$ cat src/rtl/core/sti_pkg.sv
package sti_pkg;

  localparam int TABLE_DEPTH = 1024;
  localparam int DATA_WIDTH  = 32;

  localparam int FieldW    = 32;
  localparam int StoreW    = (DATA_WIDTH < FieldW) ? DATA_WIDTH : FieldW;
  localparam int AddrW     = $clog2(TABLE_DEPTH);
  localparam int CntW      = $clog2(TABLE_DEPTH + 1);
  localparam int LenW      = 11;
  localparam int IdxW      = 10;
  localparam int WgtW      = 16;
  localparam int LEN_RESET = 1024;

  // serial divider: one quotient bit per cycle
  localparam int WGT_STEPS = WgtW;
  localparam int MAG_STEPS = FieldW;
  localparam int StepW     = $clog2(MAG_STEPS);

  typedef enum logic {
    FUNC_WRITE = 1'b0,
    FUNC_QUERY = 1'b1
  } sti_func_e;

  typedef enum logic [1:0] {
    ST_OK        = 2'd0,
    ST_NOT_READY = 2'd1,
    ST_BELOW     = 2'd2,
    ST_ABOVE     = 2'd3
  } sti_status_e;

  typedef struct packed {
    sti_func_e                func;
    logic [IdxW-1:0]          entry_index;
    logic signed [FieldW-1:0] entry_key;
    logic signed [FieldW-1:0] entry_value;
    logic signed [FieldW-1:0] query_key;
  } sti_req_t;

  typedef struct packed {
    logic signed [FieldW-1:0] interp_value;
    sti_status_e              status;
    logic [IdxW-1:0]          right_index;
    logic [WgtW-1:0]          weight;
  } sti_rsp_t;

  // one extra bit for key and value differences
  typedef logic signed [FieldW:0] sti_dif_t;

  typedef enum logic [3:0] {
    S_IDLE,
    S_SRCH,
    S_CMP,
    S_FETCH,
    S_DIFF,
    S_PREP,
    S_MUL,
    S_WDIV,
    S_MINIT,
    S_MDIV,
    S_FIN
  } sti_state_e;

  typedef enum logic [3:0] {
    OP_NONE,
    OP_LOAD,
    OP_SRCH_RD,
    OP_CHECK,
    OP_SRCH_CMP,
    OP_RD_RIGHT,
    OP_DIFF,
    OP_PREP,
    OP_MUL,
    OP_DIV_STEP,
    OP_MINIT,
    OP_FINISH
  } sti_op_e;

  typedef struct packed {
    logic is_write;
    logic ready;
    logic count_zero;
    logic range_err;
    logic dk_pos;
  } sti_stat_t;

endpackage

$ cat src/rtl/core/sti_ctrl.sv
module sti_ctrl (
  input  logic               clk_i,
  input  logic               rst_ni,
  input  logic               start_i,
  input  sti_pkg::sti_stat_t stat_i,
  output sti_pkg::sti_op_e   op_o,
  output logic               busy_o,
  output logic               done_o
);

  sti_pkg::sti_state_e       state_q;
  sti_pkg::sti_state_e       state_d;
  logic [sti_pkg::StepW-1:0] cnt_q;
  logic [sti_pkg::StepW-1:0] cnt_d;
  logic                      done_q;
  logic                      done_d;

  always_comb begin
    state_d = state_q;
    cnt_d   = cnt_q;
    unique case (state_q)
      sti_pkg::S_IDLE: begin
        if (start_i && !stat_i.is_write && stat_i.ready) begin
          state_d = sti_pkg::S_SRCH;
        end
      end
      sti_pkg::S_SRCH: begin
        if (stat_i.count_zero) begin
          state_d = stat_i.range_err ? sti_pkg::S_IDLE : sti_pkg::S_FETCH;
        end else begin
          state_d = sti_pkg::S_CMP;
        end
      end
      sti_pkg::S_CMP:   state_d = sti_pkg::S_SRCH;
      sti_pkg::S_FETCH: state_d = sti_pkg::S_DIFF;
      sti_pkg::S_DIFF:  state_d = sti_pkg::S_PREP;
      sti_pkg::S_PREP:  state_d = sti_pkg::S_MUL;
      sti_pkg::S_MUL: begin
        if (stat_i.dk_pos) begin
          state_d = sti_pkg::S_WDIV;
          cnt_d   = sti_pkg::StepW'(sti_pkg::WGT_STEPS - 1);
        end else begin
          state_d = sti_pkg::S_FIN;
        end
      end
      sti_pkg::S_WDIV: begin
        if (cnt_q == '0) begin
          state_d = sti_pkg::S_MINIT;
        end else begin
          cnt_d = cnt_q - sti_pkg::StepW'(1);
        end
      end
      sti_pkg::S_MINIT: begin
        state_d = sti_pkg::S_MDIV;
        cnt_d   = sti_pkg::StepW'(sti_pkg::MAG_STEPS - 1);
      end
      sti_pkg::S_MDIV: begin
        if (cnt_q == '0) begin
          state_d = sti_pkg::S_FIN;
        end else begin
          cnt_d = cnt_q - sti_pkg::StepW'(1);
        end
      end
      sti_pkg::S_FIN: state_d = sti_pkg::S_IDLE;
      default:        state_d = sti_pkg::S_IDLE;
    endcase
  end

  always_comb begin
    op_o   = sti_pkg::OP_NONE;
    done_d = 1'b0;
    unique case (state_q)
      sti_pkg::S_IDLE: begin
        if (start_i) begin
          op_o   = sti_pkg::OP_LOAD;
          done_d = stat_i.is_write || !stat_i.ready;
        end
      end
      sti_pkg::S_SRCH: begin
        if (stat_i.count_zero) begin
          op_o   = sti_pkg::OP_CHECK;
          done_d = stat_i.range_err;
        end else begin
          op_o = sti_pkg::OP_SRCH_RD;
        end
      end
      sti_pkg::S_CMP:   op_o = sti_pkg::OP_SRCH_CMP;
      sti_pkg::S_FETCH: op_o = sti_pkg::OP_RD_RIGHT;
      sti_pkg::S_DIFF:  op_o = sti_pkg::OP_DIFF;
      sti_pkg::S_PREP:  op_o = sti_pkg::OP_PREP;
      sti_pkg::S_MUL:   op_o = sti_pkg::OP_MUL;
      sti_pkg::S_WDIV:  op_o = sti_pkg::OP_DIV_STEP;
      sti_pkg::S_MINIT: op_o = sti_pkg::OP_MINIT;
      sti_pkg::S_MDIV:  op_o = sti_pkg::OP_DIV_STEP;
      sti_pkg::S_FIN: begin
        op_o   = sti_pkg::OP_FINISH;
        done_d = 1'b1;
      end
      default: op_o = sti_pkg::OP_NONE;
    endcase
  end

  always_ff @(posedge clk_i or negedge rst_ni) begin
    if (!rst_ni) begin
      state_q <= sti_pkg::S_IDLE;
      cnt_q   <= '0;
      done_q  <= 1'b0;
    end else begin
      state_q <= state_d;
      cnt_q   <= cnt_d;
      done_q  <= done_d;
    end
  end

  assign busy_o = (state_q != sti_pkg::S_IDLE);
  assign done_o = done_q;

endmodule

$ cat config.mk
export PLATFORM = sky130hd
export DESIGN_NAME = sti_ctrl
export DESIGN_NICKNAME = d
export VERILOG_FILES = /design/src/rtl/core/sti_pkg.sv /design/src/rtl/core/sti_ctrl.sv
export SDC_FILE = /design/constraint.sdc
export NUM_CORES = 1
export LEC_CHECK = 0
export BUFFER_PORTS_ARGS = -buffer_cell sky130_fd_sc_hd__buf_4
export CAP_MARGIN = 20
export CORE_MARGIN = 1
export CORE_UTILIZATION = 53
export CTS_CLUSTER_DIAMETER = 50
export DETAILED_ROUTE_END_ITERATION = 7
export PLACE_DENSITY = 0.88
export SLEW_MARGIN = 20
export SYNTH_ARGS = -nofsm -noshare
export SYNTH_HDL_FRONTEND = slang
export SYNTH_SLANG_ARGS = --single-unit
export TNS_END_PERCENT = 20
$ cat constraint.sdc
create_clock -name clk_i -period 2.2 [get_ports clk_i]
set_input_delay 0.44 -clock clk_i [delete_from_list [all_inputs] [get_ports clk_i]]
set_output_delay 0.44 -clock clk_i [all_outputs]
set_load 0.05 [all_outputs]
==> impl_metrics.csv <==
group,metric,value,unit
routing,ant_nets,0,
placement,dp_slack,0.297,ns
pwr,ir_drop,0.00144,V
synthesis,synthSimpleGateAreaFrac,28.6,%
synthesis,ys_types,37,
synthesis,synth-edff-count,0,
floorplan,core_area,1330,um2
cts,cts.sinks,10,
finish,fin_nets,122,
cts,cts_buffer_depth,2,
grt,grt_pass1_vias,671,
synthesis,netlist.top_cell.by_area,"dfrtp_1",
worst_setup_path,path_cells,"nand2b_1 -> nor2_1 -> o21ai_0 -> o311ai_1 -> buf_4",
finish,antennaDiodeCount,0,
placement,place_area,871,um2
placement,gp_congestion,0.903,
floorplan,die_y,40.5,um
cts,postCtsSetupRepairBufs,0,
finish,multiInputGateArea,470,um2
floorplan,num_rows,13,
synthesis,synthAdderAreaFrac,3.18,%
floorplan,start_util,59.0,%
finish,seq_area,254,um2
routing,wl_per_cell,14.6,um
routing,wl_met2,882,um
routing,wl_met3,110,um
timing,fmax,490,MHz
worst_setup_path,crit_fanout,16,
synthesis,synth_area_leaders,"dfrtp_1 32%, nand2_1 6.2%, nor2_1 6.2%, o21ai_0 5.1%, clkbuf_8 3.5%",
cts,clkSlewWorstSetupHoldPaths,0.07,ns
finish,fillers,104,
synthesis,ys_warn_count,0,
finish,syn_to_final_growth,17.0,%
placement,io_buffer_count,13,
worst_hold_path,min_path_type,"primary input to register",
timing,setup_viol,0,
worst_setup_path,crit_family,"flip-flops",
routing,firstDrtPassIters,4,
routing,vias,762,
cts,h-tree-depth,1,
synthesis,synth_mux_area_share,0,%
timing,relSlewSlack,72.9,%
routing,wl_met1,836,um
pwr,p_leak,0.412,nW
worst_setup_path,cpMaxStageDelayCell,"dfrtp_2",
worst_setup_path,crit_buf_inv,1,
grt,grt_first_pass_wirelength,2820,um
synthesis,synth_seq_cells,10,
synthesis,synth_async_sr_flop_share,100,%
timing,fin_ws,0.158,ns
run,drv_cap,0,
worst_setup_path,start_kind,"register",
cts,cts-root-buf,"clkbuf_4",
synthesis,synth_seq_area_share,31.8,%
timing,max_slew.worst_pin.slew,0.406,ns
routing,drtIter0Drc,27,
timing,finalHoldViolCount,0,
cts,cts_buffers,3,
synthesis,synth_ff_type,"dfrtp_1",
timing,final_max_slew_viol_count,0,
routing,routed_via_density,6.05,
pwr,power,1.61,mW
run_status,status,"completed",
finish,final_common_cell,"buf_4",
routing,top_layer,"met4",
worst_setup_path,cp.arrival,1.60,ns
grt,grt_max_degree,17,
synthesis,netlist_instances,97,
worst_setup_path,max_stage_delay,0.53,ns
synthesis,avgSynthCellArea,8.11,um2
placement,dp_hpwl,1300,um
grt,grt_usage,26.7,%
timing,post-route-period-util,92.8,%
finish,design_area,921,um2
synthesis,synthesis.area,787,um2
worst_setup_path,required,1.76,ns
worst_setup_path,path_class,"register to primary output",
timing,fin_skew,0.00952,ns
synthesis,synth_top_family_by_area,"simple AND/OR/NAND/NOR gates",
routing,wl,1840,um
pwr,p_per_area,1750,nW/um2
cts,cts_tree,"done",
floorplan,fp.dieW,40.5,um
timing,rsz0062_at_grt,"false",
synthesis,synth_fp_nets,107,
timing,fin_crit,2.04,ns
grt,grt_overflow,0,
synthesis,synth_top_area_share,31.8,%
grt,antenna_found_initial,0,
cts,clock_latency,0.28,ns
finish,layout_common_cells,"14 x buf_4, 13 x nor2_1, 13 x nand2_1",
worst_setup_path,crit_path_end_kind,"primary output",
synthesis,synth_xor_xnor_area_share,3.34,%
finish,drive_gt1_share,23.4,%
routing,drc_errors,0,
floorplan,dieArea,1640,um2
floorplan,pin_count,14,
synthesis,synth-compound-area-share,24.6,%
worst register-to-register path, delay by kind of cell, from the launching register on:
family	cells	cell delay, ns
simple gates	2	0.83
compound gates	2	0.33
fa+ha+maj	1	0.17
buf+inv	1	0.12
flops	1	0.38
stage by stage:
step | hold WS (ns) | setup TNS, ns | utilization, % | instances
final | 0.482 | 0 | 69.0 | 126
after global routing | 0.501 | 0 | 69.0 | 126
after CTS | 0.491 | 0 | 68.8 | 126
after detailed placement | 0.278 | 0 | 65.3 | 121
after global placement | 0.275 | 0 | 65.3 | 121
after floorplan | 0.144 | -0.590 | - | 97
cell usage after synthesis (2+ instances only):
cell type and number:
nand2_1 13, nor2_1 13, dfrtp_1 10, o21ai_0 8
inv_1 7, a21oi_1 4, nand3_1 4, a31oi_1 2
a32oi_1 2, clkbuf_1 2, clkbuf_8 2, ha_1 2
nor3b_1 2, o22ai_1 2, xor2_1 2
state kept, by name (all words and copies together) (netlist names):
signal / flops
state_q: 4
cnt_q: 5
done_o: 1
cells by family (layout without fill, tap and decap cells):
logic type      count (synthesis)  after routing
simple gates                   42             42
compound gates                 28             28
buf+inv                        12             26
flops                          10             10
xor+xnor                        3              3
fa+ha+maj                       2              2
worst paths after layout:
path / slack (ns) / to / depth (start not counted) / start
max: 0.16 / op_o[0] / 5 / state_q[2]
min: 0.48 / done_o / 3 / start_i
max reg2reg: 0.31 / state_q[1] / 6 / cnt_q[1]
min reg2reg: 0.59 / cnt_q[0] / 2 / cnt_q[0]
max in group asynchronous: 1.51 / state_q[2] / 2 / rst_ni
min in group asynchronous: 0.52 / state_q[0] / 2 / rst_ni
power breakdown:
part / switching, mW / internal (mW) / total [mW]
clock: 0.0748 / 0.101 / 0.176
sequential: 0.156 / 0.266 / 0.423
combinational: 0.636 / 0.374 / 1.01
layout make-up:
cell class | instances | area share [%]
multi-input combinational | 75 | 51.1
sequential | 10 | 27.6
timing repair buffer | 15 | 12.5
clock buffer | 4 | 3.94
inverter | 7 | 2.85
tap | 15 | 2.04
layer usage:
metal | global-route usage, % | up-vias
met5 | 0 | -
met2 | 44.4 | 22
li1 | - | 374
met4 | 5.00 | 0
met3 | 8.33 | 4
met1 | 33.7 | 362
timing repair:
item / in CTS / in global routing
hold endpoints to repair: 10 / 0
hold buffers: 1 / 0
resized for setup: 0 / 3
endpoints found under the setup margin: 0 / 1
Power figures use the tool's default switching activity.
